## src/hw/rtl/hmq_pkg.sv

```systemverilog
// ============================================================================
// hmq_pkg
// Shared types and constants of the binary min-heap queue: request and
// response beats, heap entry layout, memory port bundle and operation codes.
// ============================================================================
package hmq_pkg;

    // Heap geometry
    localparam int CAPACITY = 1024;
    localparam int ADDR_W   = $clog2(CAPACITY);
    localparam int IDX_W    = $clog2(CAPACITY + 1);
    localparam int COUNT_W  = 11;

    // Operation codes
    localparam logic [1:0] FUNC_INSERT = 2'd0;
    localparam logic [1:0] FUNC_REMOVE = 2'd1;
    localparam logic [1:0] FUNC_PEEK   = 2'd2;

    // Status codes
    localparam logic [1:0] ST_OK    = 2'd0;
    localparam logic [1:0] ST_FULL  = 2'd1;
    localparam logic [1:0] ST_EMPTY = 2'd2;

    // One heap slot: key above the two payload words
    typedef struct packed {
        logic [31:0] key;
        logic [15:0] value_a;
        logic [15:0] value_b;
    } t_entry;

    // Request beat
    typedef struct packed {
        logic [1:0]  func;
        logic [31:0] in_key;
        logic [15:0] in_value_a;
        logic [15:0] in_value_b;
    } t_req;

    // Response beat
    typedef struct packed {
        logic [1:0]         status;
        logic [31:0]        out_key;
        logic [15:0]        out_value_a;
        logic [15:0]        out_value_b;
        logic [COUNT_W-1:0] entry_count;
        logic               is_empty;
    } t_rsp;

    // Heap memory port: one write, one read per cycle
    typedef struct packed {
        logic              we;
        logic [ADDR_W-1:0] waddr;
        t_entry            wdata;
        logic [ADDR_W-1:0] raddr;
    } t_mem_req;

    // Completion info from the sequencer
    typedef struct packed {
        logic             vld;
        logic [1:0]       status;
        t_entry           entry;
        logic [IDX_W-1:0] count;
    } t_fin;

endpackage

```

## src/hw/rtl/hmq_seq.sv

```systemverilog
// ============================================================================
// hmq_seq
// Heap sequencer: owns the occupancy and walks sift-up and sift-down one level
// at a time through the shared key comparator. The moving entry is held in a
// register and only written once its final slot is known.
// ============================================================================
module hmq_seq (
    input  logic              i_clk,
    input  logic              i_rst_n,
    input  logic              i_start,
    input  hmq_pkg::t_req     i_req,
    input  hmq_pkg::t_entry   i_rdata,
    output logic              o_busy,
    output hmq_pkg::t_mem_req o_mem,
    output hmq_pkg::t_fin     o_fin
);
    import hmq_pkg::*;

    localparam logic [3:0] S_IDLE    = 4'd0;
    localparam logic [3:0] S_UP_CHK  = 4'd1;
    localparam logic [3:0] S_UP_CMP  = 4'd2;
    localparam logic [3:0] S_RM_ROOT = 4'd3;
    localparam logic [3:0] S_RM_LAST = 4'd4;
    localparam logic [3:0] S_DN_CHK  = 4'd5;
    localparam logic [3:0] S_DN_L    = 4'd6;
    localparam logic [3:0] S_DN_R    = 4'd7;
    localparam logic [3:0] S_DN_CMP  = 4'd8;

    // Slot index to memory address
    function automatic logic [ADDR_W-1:0] idx2addr(input logic [IDX_W:0] idx);
        logic [IDX_W:0] t;
        t = idx - (IDX_W+1)'(1);
        return t[ADDR_W-1:0];
    endfunction

    logic [3:0]       r_state, n_state;
    logic [IDX_W-1:0] r_occ, n_occ;
    logic [IDX_W-1:0] r_hole, n_hole;
    logic [IDX_W-1:0] r_cidx, n_cidx;
    logic             r_right, n_right;
    logic [1:0]       r_func, n_func;
    t_entry           r_mov, n_mov;
    t_entry           r_child, n_child;
    t_entry           r_res, n_res;

    logic [31:0]      cmp_a, cmp_b;
    logic             cmp_lt;
    logic [IDX_W:0]   lidx;

    // Shared key comparator
    assign cmp_lt = cmp_a < cmp_b;
    assign lidx   = {r_hole, 1'b0};

    // Operand select for the comparator
    always_comb begin
        cmp_a = r_child.key;
        cmp_b = r_mov.key;
        unique case (r_state)
            S_UP_CMP: begin
                cmp_a = r_mov.key;
                cmp_b = i_rdata.key;
            end
            S_DN_R: begin
                cmp_a = r_child.key;
                cmp_b = i_rdata.key;
            end
            default: begin
                cmp_a = r_child.key;
                cmp_b = r_mov.key;
            end
        endcase
    end

    // Sequencer next state
    always_comb begin
        n_state = r_state;
        n_occ   = r_occ;
        n_hole  = r_hole;
        n_cidx  = r_cidx;
        n_right = r_right;
        n_func  = r_func;
        n_mov   = r_mov;
        n_child = r_child;
        n_res   = r_res;
        o_mem   = '0;
        o_fin   = '0;
        o_fin.entry = r_res;
        o_fin.count = r_occ;

        unique case (r_state)
            S_IDLE: begin
                o_fin.entry = '0;
                if (i_start) begin
                    n_res = '0;
                    unique case (i_req.func)
                        FUNC_INSERT: begin
                            if (r_occ >= IDX_W'(CAPACITY)) begin
                                o_fin.vld    = 1'b1;
                                o_fin.status = ST_FULL;
                            end else begin
                                n_occ   = r_occ + IDX_W'(1);
                                n_hole  = r_occ + IDX_W'(1);
                                n_mov   = '{key: i_req.in_key, value_a: i_req.in_value_a,
                                            value_b: i_req.in_value_b};
                                n_state = S_UP_CHK;
                            end
                        end
                        FUNC_REMOVE, FUNC_PEEK: begin
                            // root read is already in flight (address zero)
                            if (r_occ == '0) begin
                                o_fin.vld    = 1'b1;
                                o_fin.status = ST_EMPTY;
                            end else begin
                                n_func  = i_req.func;
                                n_state = S_RM_ROOT;
                            end
                        end
                        default: begin
                            o_fin.vld    = 1'b1;
                            o_fin.status = ST_OK;
                        end
                    endcase
                end
            end

            // sift-up: fetch parent or settle at the root
            S_UP_CHK: begin
                if (r_hole > IDX_W'(1)) begin
                    o_mem.raddr = idx2addr({1'b0, r_hole >> 1});
                    n_state     = S_UP_CMP;
                end else begin
                    o_mem.we    = 1'b1;
                    o_mem.waddr = idx2addr({1'b0, r_hole});
                    o_mem.wdata = r_mov;
                    o_fin.vld   = 1'b1;
                    n_state     = S_IDLE;
                end
            end

            // sift-up: pull parent down while new key is strictly smaller
            S_UP_CMP: begin
                o_mem.we    = 1'b1;
                o_mem.waddr = idx2addr({1'b0, r_hole});
                if (cmp_lt) begin
                    o_mem.wdata = i_rdata;
                    n_hole      = r_hole >> 1;
                    n_state     = S_UP_CHK;
                end else begin
                    o_mem.wdata = r_mov;
                    o_fin.vld   = 1'b1;
                    n_state     = S_IDLE;
                end
            end

            // root is on the read port
            S_RM_ROOT: begin
                n_res       = i_rdata;
                o_fin.entry = i_rdata;
                if (r_func == FUNC_PEEK) begin
                    o_fin.vld = 1'b1;
                    n_state   = S_IDLE;
                end else begin
                    o_mem.raddr = idx2addr({1'b0, r_occ});
                    n_state     = S_RM_LAST;
                end
            end

            // last entry becomes the moving entry, hole at the root
            S_RM_LAST: begin
                n_mov   = i_rdata;
                n_occ   = r_occ - IDX_W'(1);
                n_hole  = IDX_W'(1);
                n_state = S_DN_CHK;
            end

            // sift-down: fetch left child or settle
            S_DN_CHK: begin
                if (lidx > {1'b0, r_occ}) begin
                    o_mem.we    = 1'b1;
                    o_mem.waddr = idx2addr({1'b0, r_hole});
                    o_mem.wdata = r_mov;
                    o_fin.vld   = 1'b1;
                    n_state     = S_IDLE;
                end else begin
                    o_mem.raddr = idx2addr(lidx);
                    n_cidx      = lidx[IDX_W-1:0];
                    n_right     = lidx < {1'b0, r_occ};
                    n_state     = S_DN_L;
                end
            end

            // left child arrives; fetch right child if present
            S_DN_L: begin
                n_child = i_rdata;
                if (r_right) begin
                    o_mem.raddr = r_cidx[ADDR_W-1:0];
                    n_state     = S_DN_R;
                end else begin
                    n_state = S_DN_CMP;
                end
            end

            // right child wins unless left key is strictly smaller
            S_DN_R: begin
                if (!cmp_lt) begin
                    n_child = i_rdata;
                    n_cidx  = r_cidx + IDX_W'(1);
                end
                n_state = S_DN_CMP;
            end

            // swap down while child key is strictly smaller
            S_DN_CMP: begin
                o_mem.we    = 1'b1;
                o_mem.waddr = idx2addr({1'b0, r_hole});
                if (cmp_lt) begin
                    o_mem.wdata = r_child;
                    n_hole      = r_cidx;
                    n_state     = S_DN_CHK;
                end else begin
                    o_mem.wdata = r_mov;
                    o_fin.vld   = 1'b1;
                    n_state     = S_IDLE;
                end
            end

            default: begin
                n_state = S_IDLE;
            end
        endcase
    end

    assign o_busy = r_state != S_IDLE;

    // Control registers
    always_ff @(posedge i_clk) begin
        if (!i_rst_n) begin
            r_state <= S_IDLE;
            r_occ   <= '0;
        end else begin
            r_state <= n_state;
            r_occ   <= n_occ;
        end
    end

    // Datapath registers
    always_ff @(posedge i_clk) begin
        r_hole  <= n_hole;
        r_cidx  <= n_cidx;
        r_right <= n_right;
        r_func  <= n_func;
        r_mov   <= n_mov;
        r_child <= n_child;
        r_res   <= n_res;
    end

    // Occupancy stays within the heap
    a_occ_range: assert property (@(posedge i_clk) disable iff (!i_rst_n)
        r_occ <= IDX_W'(CAPACITY))
        else $error("occupancy above capacity");

    // No heap writes while idle
    a_idle_no_write: assert property (@(posedge i_clk) disable iff (!i_rst_n)
        (r_state == S_IDLE) |-> !o_mem.we)
        else $error("heap write while idle");

    // Completion always returns to idle
    a_fin_idle: assert property (@(posedge i_clk) disable iff (!i_rst_n)
        o_fin.vld |=> (r_state == S_IDLE))
        else $error("sequencer not idle after completion");

    // Full status only when the heap is full
    a_full: assert property (@(posedge i_clk) disable iff (!i_rst_n)
        (o_fin.vld && o_fin.status == ST_FULL) |-> (r_occ == IDX_W'(CAPACITY)))
        else $error("full reported below capacity");

    // Sift-up hole stays inside the occupied range
    a_up_hole: assert property (@(posedge i_clk) disable iff (!i_rst_n)
        (r_state == S_UP_CHK || r_state == S_UP_CMP) |->
            (r_hole != '0 && r_hole <= r_occ))
        else $error("sift-up hole out of range");

endmodule

```

## config.mk

```make
export PLATFORM = sky130hd
export DESIGN_NAME = hmq_seq
export DESIGN_NICKNAME = d
export VERILOG_FILES = /design/src/hw/rtl/hmq_pkg.sv /design/src/hw/rtl/hmq_seq.sv
export SDC_FILE = /design/constraint.sdc
export NUM_CORES = 1
export LEC_CHECK = 0
export BUFFER_PORTS_ARGS = -buffer_cell sky130_fd_sc_hd__buf_2
export CORE_MARGIN = 8
export CORE_UTILIZATION = 40
export DETAILED_ROUTE_END_ITERATION = 7
export GPL_TIMING_DRIVEN = 0
export HOLD_SLACK_MARGIN = 0.15
export PLACE_DENSITY_LB_ADDON = 0.25
export SYNTH_ARGS = -nofsm -noshare
export SYNTH_HDL_FRONTEND = slang
export SYNTH_SLANG_ARGS = --single-unit
```

## constraint.sdc

```tcl
create_clock -name i_clk -period 7.32 [get_ports i_clk]
set_input_delay 0.366 -clock i_clk [delete_from_list [all_inputs] [get_ports i_clk]]
set_output_delay 0.366 -clock i_clk [all_outputs]
set_load 0.005 [all_outputs]
```

== Word level (Yosys, flattened, before mapping) ==
Index checks and enable logic that the tools add are counted.

* Word-level logic and storage cells: 122
* Register bits after elaboration: 232

* Mux-type cells: 52
* Eq/ne operators: 21
* $add $sub $neg: 7
* Bitwise gates (word level): 2
* Reductions and logical operators: 20
* Magnitude comparators: 5

{| class="wikitable"
|+ Operators by type and width
! operator !! number
|-
| case mux 64 bit (2 select lines) || 4
|-
| 2-to-1 mux 64 bit || 7
|-
| case mux 75 bit (4 select lines) || 1
|-
| 2-to-1 mux 75 bit || 2
|-
| 2-to-1 mux 11 bit || 7
|-
| 2-to-1 mux 32 bit || 2
|-
| case mux 11 bit (2 select lines) || 2
|-
| case mux 11 bit (4 select lines) || 1
|-
| 2-to-1 mux 10 bit || 4
|-
| case mux 10 bit (4 select lines) || 1
|-
| subtractor 10 x 1 -> 10 bit (second input constant) || 4
|-
| case mux 4 bit (9 select lines) || 1
|-
| less-than comparator 32 bit || 1
|-
| adder 11 x 1 -> 11 bit (second input constant) || 2
|-
| 2-to-1 mux 3 bit || 6
|-
| equality test 4 x 3 -> 1 bit (second input constant) || 4
|-
| 2-to-1 mux 4 bit || 4
|-
| > comparator 12 x 11 -> 1 bit || 1
|-
| less-than comparator 12 x 11 -> 1 bit || 1
|-
| inequality test 2 bit (second input constant) || 6
|-
| AND reduction 4 bit || 3
|-
| >= comparator 11 bit (second input constant) || 1
|-
| > comparator 11 x 1 -> 1 bit (second input constant) || 1
|-
| zero test 11 bit || 1
|-
| 23 further kinds || 40
|}

== Depth between registers and ports, before layout ==
Gate-level depths: netlist of run 1.

* Word-level depth: 6
* Depth in mapped cells: 17
* Gate-level depth less buffers: 12

== Worst setup path after synthesis of run 1 ==
OpenSTA, ideal clock, no wires.

* Path type: reg2reg
* From: register r_state[2]
* To: register r_child[0] (netlist bit), enable pin
* Path slack: 1061 ps
* Arrival: 5780 ps
* Stages on the path, launching flop included: 15
* Period minus slack after synthesis: 6259 ps
* Cells stage by stage: dfxtp_1 > buf_2 > xor2_1 > nor3b_2 > clkbuf_1 > mux2i_1 > ha_1 > nand4_1 > nor4_1 > nand3b_1 > a311o_1 > and3b_1 > clkbuf_1 > buf_2 > a211oi_2

* Longest elaborated chain between the ends: 6
* Elaborated cells on any way between the ends: 10

{| class="wikitable"
|+ RTL lines
! item !! RTL line !! text
|-
| start: declaration || hmq_seq.sv:36 || <nowiki>logic [3:0] r_state, n_state;</nowiki>
|-
| start signal: assignment || hmq_seq.sv:241 || <nowiki>r_state <= n_state;</nowiki>
|-
| equality test 4 x 3 -> 1 bit or equality test 4 x 2 -> 1 bit (tied branches) || hmq_seq.sv:58, hmq_seq.sv:90 ||
|-
| OR reduction 2 bit (no line) || n/a ||
|-
| 2-to-1 mux 32 bit || hmq_seq.sv:58 || <nowiki>unique case (r_state)</nowiki>
|-
| less-than comparator 32 bit || hmq_seq.sv:51 || <nowiki>assign cmp_lt = cmp_a < cmp_b;</nowiki>
|-
| inequality test 2 bit (no line) || n/a ||
|-
| AND reduction 2 bit (no line) (*) || n/a ||
|-
| end signal: assignment || hmq_seq.sv:253 || <nowiki>r_child <= n_child;</nowiki>
|-
| end: declaration || hmq_seq.sv:43 || <nowiki>t_entry r_child, n_child;</nowiki>
|}

Every way passes the cells marked *; elsewhere a longest branch is shown, timed or not.
A chain may end at the register's enable or synchronous reset.

==> impl_metrics.env, run 1 <==
export IMPL_ys_ff_latch=232
export IMPL_yosysWarnings=0
export IMPL_relSlewSlack=0.264
export IMPL_ant_nets=0
export IMPL_cts_tree="done"
export IMPL_drt_iter0_drc=1060
export IMPL_drive_above_1_share=0.205
export IMPL_pin_count=297
export IMPL_critPathTopFamily="buffers and inverters"
export IMPL_crit_slowest_cell="clkbuf_1"
export IMPL_final_setup_viol_count=0
export IMPL_post_dp_cell_area_sq_mm=0.0164
export IMPL_cp_required_ns=6.95
export IMPL_area_sequential_sq_mm=0.00682
export IMPL_fin_area_sq_mm=0.0185
export IMPL_synth_edff_count=217
export IMPL_p_sw_w=0.00137
export IMPL_path_clk_slew_ns=0.06
export IMPL_grt_max_degree=73
export IMPL_dieArea_sq_mm=0.0417
export IMPL_grt_antenna_before_repair=0
export IMPL_status="finished clean"
export IMPL_diodes=0
export IMPL_synth_nets=1684
export IMPL_synth_area_sq_mm=0.0142
export IMPL_peakVddDrop_mv=0.196
export IMPL_cp_num_buf_inv=6
export IMPL_maxCapViolCount=0
export IMPL_yosysUniqueCellTypes=65
export IMPL_cts_htree_levels=1
export IMPL_n_fill_cell=3278
export IMPL_grt_pass1_wl_um=83700
export IMPL_max_freq_mhz=153
export IMPL_p_leak_nw=8.02
export IMPL_p_per_area_mw_per_mm2=221
export IMPL_netlist_instances=1500
export IMPL_first_pass_iters=6
export IMPL_clk_latency_ns=0.56
export IMPL_fin_skew_ns=0.0254
export IMPL_synth_area_per_cell_sq_um=9.45
export IMPL_root_buffer="clkbuf_16"
export IMPL_async_flop_share=0
export IMPL_final_net_count=2147
export IMPL_slowest_delay_ns=0.64
export IMPL_cp_cell_sequence="buf_2, nand2b_1, nor3_2, clkbuf_1, buf_1, nand2_1, nand2_1, ha_1, o21ai_1, a21oi_1, a2111oi_0, a311o_1, and3b_1, clkbuf_1, buf_2, nor2_1, a311oi_1, buf_2"
export IMPL_die_y_um=204
export IMPL_initial_core_util=0.402
export IMPL_area_growth_pct=30.6
export IMPL_coreArea_sq_mm=0.0352
export IMPL_cts_sinks=232
export IMPL_numCtsBuffers=28
export IMPL_cp_end_kind="primary output"
export IMPL_yosysSeqAreaShare=0.481
export IMPL_cp_common_cell="buf_2"
export IMPL_fin_setup_tns_ns=0
export IMPL_finalWirelength_um=55300
export IMPL_num_rows=69
export IMPL_finalWorstSetupSlack_ns=0.768
export IMPL_dp_slack_ns=0.912
export IMPL_place_congestion=0.894
export IMPL_critPathLaunchType="register"
export IMPL_hold_violations=0
export IMPL_final_max_slew_viol_count=0
export IMPL_via_per_inst=5.56
export IMPL_hp_class="in -> reg"
export IMPL_num_vias=13600
export IMPL_cts_resized=0
export IMPL_final_core_util=0.525
export IMPL_power_frac_seq=0.395
export IMPL_crit_fanout=10
export IMPL_comb_power_share=0.285
export IMPL_intPower_w=0.00273
export IMPL_port_buffers=296
export IMPL_multiInputGateArea_sq_mm=0.00676
export IMPL_clk_path_buf_depth=3
export IMPL_hold_slack_ns=0.181
export IMPL_worst_endpoint_arrival_ns=6.19
export IMPL_path_class="reg -> out"
export IMPL_rsz0062_at_grt="false"
export IMPL_grt_remaining_overflow=0
export IMPL_fin_crit_ns=6.55
export IMPL_p_sw_frac=0.333
export IMPL_die_w_um=204
export IMPL_min_period_over_period=0.895
export IMPL_tightest_slew_ns=1.09
export IMPL_post_dp_hpwl_um=39900
export IMPL_grt_pass1_vias=13800
export IMPL_route_detailed_drc=0
export IMPL_wl_per_cell_um=22.6
export IMPL_clockPowerShare=0.320
export IMPL_ys_flop_type="edfxtp_1"
export IMPL_grtUsageTotal=0.257
==> worst reg2reg max path, cell delays in order, from the launching register on <==
cell,delay [ns]
dfxtp_1,0.29
buf_2,0.18
nand2b_1,0.29
nor3_2,0.51
clkbuf_1,0.64
clkbuf_1,0.51
nand2_1,0.12
nand2_1,0.10
ha_1,0.19
nand4_1,0.14
nor4_1,0.56
nand3b_1,0.17
a311o_1,0.35
and3b_1,0.18
clkbuf_1,0.24
buf_2,0.32
a211oi_4,0.70
buf_8,0.27
buf_8,0.20
buf_8,0.22
==> cell usage after synthesis (6+ instances only) <==
| library cell | count | area, sq um |
|---|---|---|
| nand2_1 | 381 | 1430 |
| edfxtp_1 | 217 | 6520 |
| nor2_1 | 95 | 357 |
| o21ai_0 | 90 | 450 |
| a21o_1 | 71 | 533 |
| clkbuf_1 | 71 | 267 |
| and2_1 | 69 | 432 |
| ha_1 | 51 | 638 |
| o21ai_1 | 50 | 250 |
| a311oi_1 | 34 | 298 |
| mux2i_1 | 31 | 310 |
| a22oi_1 | 29 | 218 |
| xnor2_1 | 27 | 236 |
| inv_1 | 26 | 97.6 |
| a21oi_1 | 24 | 120 |
| nand3_1 | 24 | 120 |
| buf_2 | 20 | 100 |
| xor2_1 | 19 | 166 |
| o2bb2ai_1 | 17 | 149 |
| dfxtp_1 | 15 | 300 |
| a311oi_2 | 14 | 210 |
| nor3_1 | 10 | 50.1 |
| and3_1 | 9 | 56.3 |
| a222oi_1 | 8 | 80.1 |
| buf_4 | 7 | 52.6 |
| or3_1 | 7 | 43.8 |
| buf_6 | 6 | 67.6 |
| nor4_1 | 6 | 37.5 |
==> area by class of cell <==
cell class,count,area share
timing repair buffer,433,0.156
clock buffer,39,0.0401
tap,461,0.0312
buffer,110,0.0277
clock inverter,12,0.00507
sequential,232,0.368
inverter,28,0.00595
multi-input combinational,1130,0.365
==> logic make-up after synthesis <==
| family | count (synthesis) | synth area share |
|---|---|---|
| AOI/OAI and AO/OA | 364 | 0.180 |
| DFF | 232 | 0.481 |
| buffers and inverters | 138 | 0.0436 |
| xor gates and xnor gates | 46 | 0.0284 |
| adders and majority gates | 51 | 0.0450 |
| and+or+nand+nor | 637 | 0.199 |
| muxes | 32 | 0.0227 |
==> per-stage QoR <==
stage,cells,total power (W)
after CTS,2445,0.00411
after global placement,2257,0.00274
after detailed placement,2265,0.00275
after global routing,2445,0.00427
after floorplan,1500,0.00226
final,2445,0.00410
==> sequential cells by signal (all words and copies together), names as in the netlist <==
signal and flops:
r_child 64, r_cidx 11, r_func 2, r_hole 11, r_mov 64, r_occ 11
r_res 64, r_right 1, r_state 4
==> per-layer routing <==
layer  global-route usage  vias to the layer above  share of wire  routed length [um]
met5                    0                        -              0                   0
met4               0.0818                        0          0.031                1700
met3               0.0515                       89          0.085                4690
met2                0.418                      655           0.47               25800
met1                0.339                     6527           0.42               23200
li1                     -                     6332              -                   -
==> cell usage in the layout (no fill, tap or decap), types with 5 or more instances in the layout <==
master / instances
clkbuf_1: 82
xor2_1: 19
ha_1: 51
mux2i_1: 31
nor2_1: 94
buf_2: 316
a21oi_1: 24
nand4_1: 5
o21ai_1: 51
buf_4: 8
clkbuf_16: 28
nor4_1: 6
buf_6: 7
inv_1: 26
dfxtp_1: 15
a22oi_1: 29
and2_1: 69
a311oi_1: 34
a221oi_1: 5
o21ai_0: 88
xnor2_1: 27
a222oi_1: 8
edfxtp_1: 217
buf_1: 5
and3_1: 9
clkinv_2: 8
o2bb2ai_1: 17
nand2_1: 381
a21o_1: 71
or3_1: 7
dlygate4sd3_1: 129
nor3_1: 10
a311oi_2: 14
nand3_1: 24
==> timing repair <==
| item | CTS | global route |
|---|---|---|
| hold buffers | 129 | 0 |
| hold endpoints to repair | 129 | 0 |
| setup buffers | 0 | 0 |
==> power by group through the flow <==
| stage | logic, W | registers (W) | clock network [W] |
|---|---|---|---|
| after floorplan | 0.000619 | 0.00164 | 0 |
| after global placement | 0.00107 | 0.00167 | 0 |
| after detailed placement | 0.00111 | 0.00164 | 0 |
| after CTS | 0.00117 | 0.00162 | 0.00133 |
| after global routing | 0.00127 | 0.00163 | 0.00137 |
| final | 0.00117 | 0.00162 | 0.00131 |
==> path summary, 6_finish.rpt <==
check              startpoint          end  slack, ns  depth (start not counted)
setup reg to reg   r_state[2]  r_child[39]       0.83                         19
hold / removal    i_rdata[60]  r_child[60]       0.18                          1
setup / recovery   r_state[2]    o_mem[73]       0.77                         18
hold reg to reg       r_right   r_state[3]       0.54                          1
Note: power is estimated with default switching activity, not from simulation.
==> inputs of run 2 (changes only) <==
BUFFER_PORTS_ARGS = -buffer_cell sky130_fd_sc_hd__buf_4   (was -buffer_cell sky130_fd_sc_hd__buf_2)
==> run 2 against run 1 <==
Effect of this change:
- global-route usage is essentially flat
- register-to-register slack gained 0.25 ns
- non-clock buffer count grew 3
- largest power group unchanged
- critical endpoint unchanged
- critical path depth is the same
- count of clock-buffer cells in the layout shrank 1
==> impl_metrics.env, run 2 (synthesis gave the netlist of run 1 again) <==
export IMPL_grt_remaining_overflow=0
export IMPL_root_buffer="clkbuf_16"
export IMPL_path_clk_slew_ns=0.06
export IMPL_p_leak_nw=8.16
export IMPL_cts_sinks=232
export IMPL_area_growth_pct=36.5
export IMPL_crit_slowest_cell="clkbuf_1"
export IMPL_status="finished clean"
export IMPL_grt_pass1_wl_um=83400
export IMPL_power_total_w=0.00422
export IMPL_place_congestion=0.937
export IMPL_via_per_inst=5.57
export IMPL_numCtsBuffers=29
export IMPL_final_setup_viol_count=0
export IMPL_worst_endpoint_arrival_ns=6.21
export IMPL_hold_violations=0
export IMPL_hp_class="in -> reg"
export IMPL_num_vias=13700
export IMPL_finalWirelength_um=55700
export IMPL_peakVddDrop_mv=0.189
export IMPL_tightest_slew_ns=1.04
export IMPL_critPathLaunchType="register"
export IMPL_maxCapViolCount=0
export IMPL_ant_nets=0
export IMPL_num_rows=69
export IMPL_min_period_over_period=0.898
export IMPL_clk_path_buf_depth=3
export IMPL_fin_skew_ns=0.0171
export IMPL_cts_htree_levels=1
export IMPL_cts_tree="done"
export IMPL_cp_end_kind="primary output"
export IMPL_final_net_count=2151
export IMPL_post_dp_hpwl_um=40200
export IMPL_coreArea_sq_mm=0.0352
export IMPL_reg_top3="r_child: 64 flops, r_mov: 64 flops, r_res: 64 flops"
export IMPL_cp_required_ns=6.95
export IMPL_route_detailed_drc=0
export IMPL_drive_above_1_share=0.205
export IMPL_first_pass_iters=5
export IMPL_die_y_um=204
export IMPL_dieArea_sq_mm=0.0417
export IMPL_path_class="reg -> out"
export IMPL_grt_max_degree=73
export IMPL_port_buffers=296
export IMPL_grtUsageTotal=0.257
export IMPL_final_max_slew_viol_count=0
export IMPL_p_per_area_mw_per_mm2=218
export IMPL_cp_num_buf_inv=6
export IMPL_final_cell_mix="nand2_1, buf_4, edfxtp_1"
export IMPL_cp_cell_sequence="buf_2, nand2b_1, nor3_2, clkbuf_1, buf_1, nand2_1, nand2_1, ha_1, o21ai_1, a21oi_1, a2111oi_0, a311o_1, and3b_1, clkbuf_1, buf_2, nor2_1, a311oi_1, buf_4"
export IMPL_slowest_delay_ns=0.63
export IMPL_fin_crit_ns=6.58
export IMPL_crit_fanout=10
export IMPL_wl_per_cell_um=22.7
export IMPL_final_core_util=0.549
export IMPL_grt_pass1_vias=13900
export IMPL_pin_count=297
export IMPL_max_freq_mhz=152
export IMPL_grt_antenna_before_repair=3
export IMPL_die_w_um=204
export IMPL_cts_resized=0
export IMPL_final_common_cell="nand2_1"
export IMPL_initial_core_util=0.402
export IMPL_drt_iter0_drc=1180
export IMPL_clk_latency_ns=0.56
export IMPL_rsz0062_at_grt="false"
export IMPL_relSlewSlack=0.299
export IMPL_critPathTopFamily="buffers and inverters"
[run 2: cell types whose count changed in the layout (fill, tap and decap cells not counted), sizes merged]
cell	delta
buf	+1
clkbuf	-1
clkinv	+1
clkinvlp	+1
diode	+3
dlygate4sd3	+2
inv	+2
[run 2: worst paths after layout]
check | slack [ns] | end | from | depth (start not counted)
hold / removal | 0.25 | r_func[1] | i_start | 3
hold reg to reg | 0.59 | r_state[3] | r_right | 1
setup / recovery | 0.74 | o_mem[73] | r_state[2] | 18
setup reg to reg | 1.08 | r_child[29] | r_state[2] | 19
[run 2: metal layers]
layer	vias up	track usage	routed length, um
li1	6350	-	-
met1	6578	0.333	22900
met2	650	0.421	25900
met3	97	0.0612	5280
met4	0	0.0815	1610
met5	-	0	0
[run 2: worst register-to-register path, stage by stage (launching register included)]
cell,delay [ns]
dfxtp_1,0.29
buf_2,0.18
nand2b_1,0.30
nor3_2,0.49
clkbuf_1,0.63
buf_1,0.51
nand2_1,0.11
nand2_1,0.10
ha_1,0.16
nand4_1,0.14
nor4_1,0.52
nand3b_1,0.14
a311o_1,0.34
and3b_1,0.18
clkbuf_1,0.24
buf_2,0.31
a211oi_4,0.70
buf_8,0.25
buf_16,0.18
buf_8,0.18
[run 2: what timing repair did]
action,CTS,global route
hold buffers,131,0
buffers inserted,0,0
hold endpoints to repair,149,0
[run 2: cell type report]
type,count,area [sq um]
Clock inverter,16,105
Fill cell,3131,15900
Antenna cell,3,7.51
Multi-Input combinational cell,1130,6760
Tap cell,461,577
Timing Repair Buffer,436,3690
Clock buffer,38,759
Buffer,110,513
Sequential cell,232,6820
Inverter,28,110
[run 2: through the flow]
| stage | cells | hold WS (ns) | instance area, sq um | worst slack, ns | TNS (ns) |
|---|---|---|---|---|---|
| floorplan | 1500 | 0.441 | 14200 | 1.06 | 0 |
| global placement | 2257 | 0.507 | 17000 | -2.27 | -275.65 |
| detailed placement | 2266 | 0.539 | 17200 | 1.15 | 0 |
| CTS | 2451 | 0.223 | 19300 | 0.778 | 0 |
| global route | 2454 | 0.249 | 19300 | 0.546 | 0 |
| finish | 2454 | 0.245 | 19300 | 0.744 | 0 |
[run 2: power breakdown]
part | internal, W | switching, W
Combinational | 0.000499 | 0.000760
Sequential | 0.00157 | 0.0000499
Clock | 0.000762 | 0.000586
Total | 0.00283 | 0.00140
==> inputs of run 3 (changes only) <==
MAX_ROUTING_LAYER = met4   (was default)
==> run 3 against run 2 <==
Effect of this change:
- clock skew shrank 0.0024 ns
- die area is the same
- total power grew 0.44%
- combinational power is essentially flat
- global-route usage grew 0.69 points
- hold slack lost 0.0085 ns
- core utilization is essentially flat
- flip-flop and latch count is the same
- sequential power is essentially flat
- setup slack lost 0.11 ns
- critical path depth is the same
- critical endpoint unchanged
- largest cell class unchanged
- highest routed layer unchanged
==> impl_metrics.env, run 3 (synthesis gave the netlist of run 1 again) <==
export IMPL_dr_wl_met2_um=26400
export IMPL_first_pass_iters=6
export IMPL_wl_per_cell_um=22.7
export IMPL_hp_class="in -> reg"
export IMPL_clk_latency_ns=0.57
export IMPL_final_common_cell="nand2_1"
export IMPL_dr_max_layer_used="met4"
export IMPL_fin_crit_ns=6.69
export IMPL_m1WireLength_um=23300
export IMPL_place_congestion=0.867
export IMPL_tightest_slew_ns=1.13
export IMPL_reg2reg_slack_ns=0.86
export IMPL_grt_max_degree=73
export IMPL_finalWorstSetupSlack_ns=0.634
export IMPL_fin_skew_ns=0.0146
export IMPL_n_fill_cell=3146
export IMPL_worst_endpoint_arrival_ns=6.32
export IMPL_cp_num_buf_inv=6
export IMPL_num_rows=69
export IMPL_numCtsBuffers=28
export IMPL_drt_iter0_drc=1116
export IMPL_cts_tree="done"
export IMPL_cp_end_kind="primary output"
export IMPL_num_vias=13600
export IMPL_maxCapViolCount=0
export IMPL_cts_sinks=232
export IMPL_cp_required_ns=6.95
export IMPL_p_sw_w=0.00139
export IMPL_rsz0062_at_grt="false"
export IMPL_grt_pass1_vias=13900
export IMPL_ant_nets=0
export IMPL_slowest_delay_ns=0.61
export IMPL_die_y_um=204
export IMPL_clk_path_buf_depth=3
export IMPL_comb_power_share=0.296
export IMPL_final_core_util=0.549
export IMPL_area_growth_pct=36.5
export IMPL_dieArea_sq_mm=0.0417
export IMPL_final_setup_viol_count=0
export IMPL_fin_setup_tns_ns=0
export IMPL_p_leak_nw=8.15
export IMPL_cp_cell_sequence="buf_2, nand2b_1, nor3_2, clkbuf_1, buf_1, nand2_1, nand2_1, ha_1, o21ai_1, a21oi_1, a2111oi_0, a311o_1, and3b_1, clkbuf_1, buf_2, nor2_1, a311oi_1, buf_4"
export IMPL_path_class="reg -> out"
export IMPL_p_per_area_mw_per_mm2=219
export IMPL_wl_met3_um=4660
export IMPL_status="finished clean"
export IMPL_finalWirelength_um=55600
export IMPL_grt_antenna_before_repair=3
export IMPL_clockPowerShare=0.323
export IMPL_via_per_inst=5.56
export IMPL_critPathLaunchType="register"
export IMPL_grt_remaining_overflow=0
export IMPL_crit_slowest_cell="clkbuf_1"
export IMPL_critPathTopFamily="buffers and inverters"
export IMPL_pin_count=297
export IMPL_route_detailed_drc=0
export IMPL_path_clk_slew_ns=0.06
export IMPL_intPower_w=0.00285
export IMPL_hold_violations=0
export IMPL_final_net_count=2149
export IMPL_final_cell_mix="nand2_1, buf_4, edfxtp_1"
export IMPL_grt_pass1_wl_um=83500
export IMPL_max_freq_mhz=150
export IMPL_cts_htree_levels=1
export IMPL_coreArea_sq_mm=0.0352
export IMPL_crit_fanout=10
export IMPL_reg_top3="r_child: 64 flops, r_mov: 64 flops, r_res: 64 flops"
export IMPL_p_sw_frac=0.327
export IMPL_grtUsageTotal=0.264
export IMPL_initial_core_util=0.402
export IMPL_root_buffer="clkbuf_16"
export IMPL_post_dp_hpwl_um=40000
export IMPL_peakVddDrop_mv=0.205
export IMPL_port_buffers=296
export IMPL_power_frac_seq=0.381
export IMPL_final_max_slew_viol_count=0
export IMPL_relSlewSlack=0.237
export IMPL_dp_slack_ns=0.893
export IMPL_min_period_over_period=0.913
export IMPL_drive_above_1_share=0.204
export IMPL_die_w_um=204
run 3: cell count changes in the layout (fill, tap and decap cells not counted), moves of 2 or more:
| cell | previous run | this run |
|---|---|---|
| clkinv_1 | 8 | 10 |
| buf_8 | 3 | 1 |
| clkbuf_1 | 80 | 76 |
| clkinvlp_4 | 1 | 4 |
| clkinv_2 | 4 | 1 |
| inv_6 | 2 | 0 |
run 3: final timing paths:
path / start / end / cells past startpoint
worst max-delay path: r_state[2] / o_mem[73] / 18
worst min-delay path: i_start / r_func[0] / 3
worst max register to register: r_state[2] / r_child[25] / 19
worst min register to register: r_right / r_state[3] / 1
run 3: worst reg2reg max path, stage by stage (launching register included):
cell	delay, ns
dfxtp_1	0.29
buf_2	0.18
nand2b_1	0.30
nor3_2	0.52
clkbuf_1	0.61
buf_1	0.53
nand2_1	0.13
nand2_1	0.09
ha_1	0.16
nand4_1	0.15
nor4_1	0.59
nand3b_1	0.15
a311o_1	0.33
and3b_1	0.17
clkbuf_1	0.25
buf_2	0.32
a211oi_4	0.78
buf_16	0.24
buf_16	0.17
buf_8	0.20
run 3: what timing repair did:
item                                   4_1_cts  5_1_grt
hold buffers                               131        0
endpoints found under the hold margin      147        0
buffers inserted                             0        0
gates resized for setup                      0        0
run 3: final cells by class:
class | count | area, sq um | share of cell area
multi-input cells | 1130 | 6760 | 0.349
diodes | 3 | 7.51 | 0.000388
clock inverters | 17 | 133 | 0.00685
inverters | 28 | 110 | 0.00569
clock buffers | 34 | 744 | 0.0385
plain buffers | 110 | 513 | 0.0265
well taps | 461 | 577 | 0.0298
repair buffers | 435 | 3690 | 0.191
flip-flops and latches | 232 | 6820 | 0.352
run 3: layer usage:
| layer | track usage | vias to the layer above |
|---|---|---|
| li1 | - | 6343 |
| met2 | 0.426 | 585 |
| met3 | 0.0572 | 84 |
| met5 | - | - |
| met4 | 0.0684 | 0 |
| met1 | 0.334 | 6619 |
run 3: power by group through the flow:
stage / Combinational [W] / Clock, W / Sequential, W
after global placement: 0.00115 / 0 / 0.00167
after global routing: 0.00135 / 0.00142 / 0.00162
after detailed placement: 0.00119 / 0 / 0.00164
after CTS: 0.00125 / 0.00139 / 0.00161
after floorplan: 0.000619 / 0 / 0.00164
final: 0.00126 / 0.00137 / 0.00162
run 3: through the flow:
stage               hold WS [ns]  power, W  std cells  cell area (sq um)
finish                     0.237   0.00424       2450              19300
global route               0.258   0.00440       2450              19300
CTS                        0.216   0.00425       2447              19300
detailed placement         0.470   0.00283       2265              17200
global placement           0.481   0.00282       2257              17000
floorplan                  0.441   0.00226       1500              14200
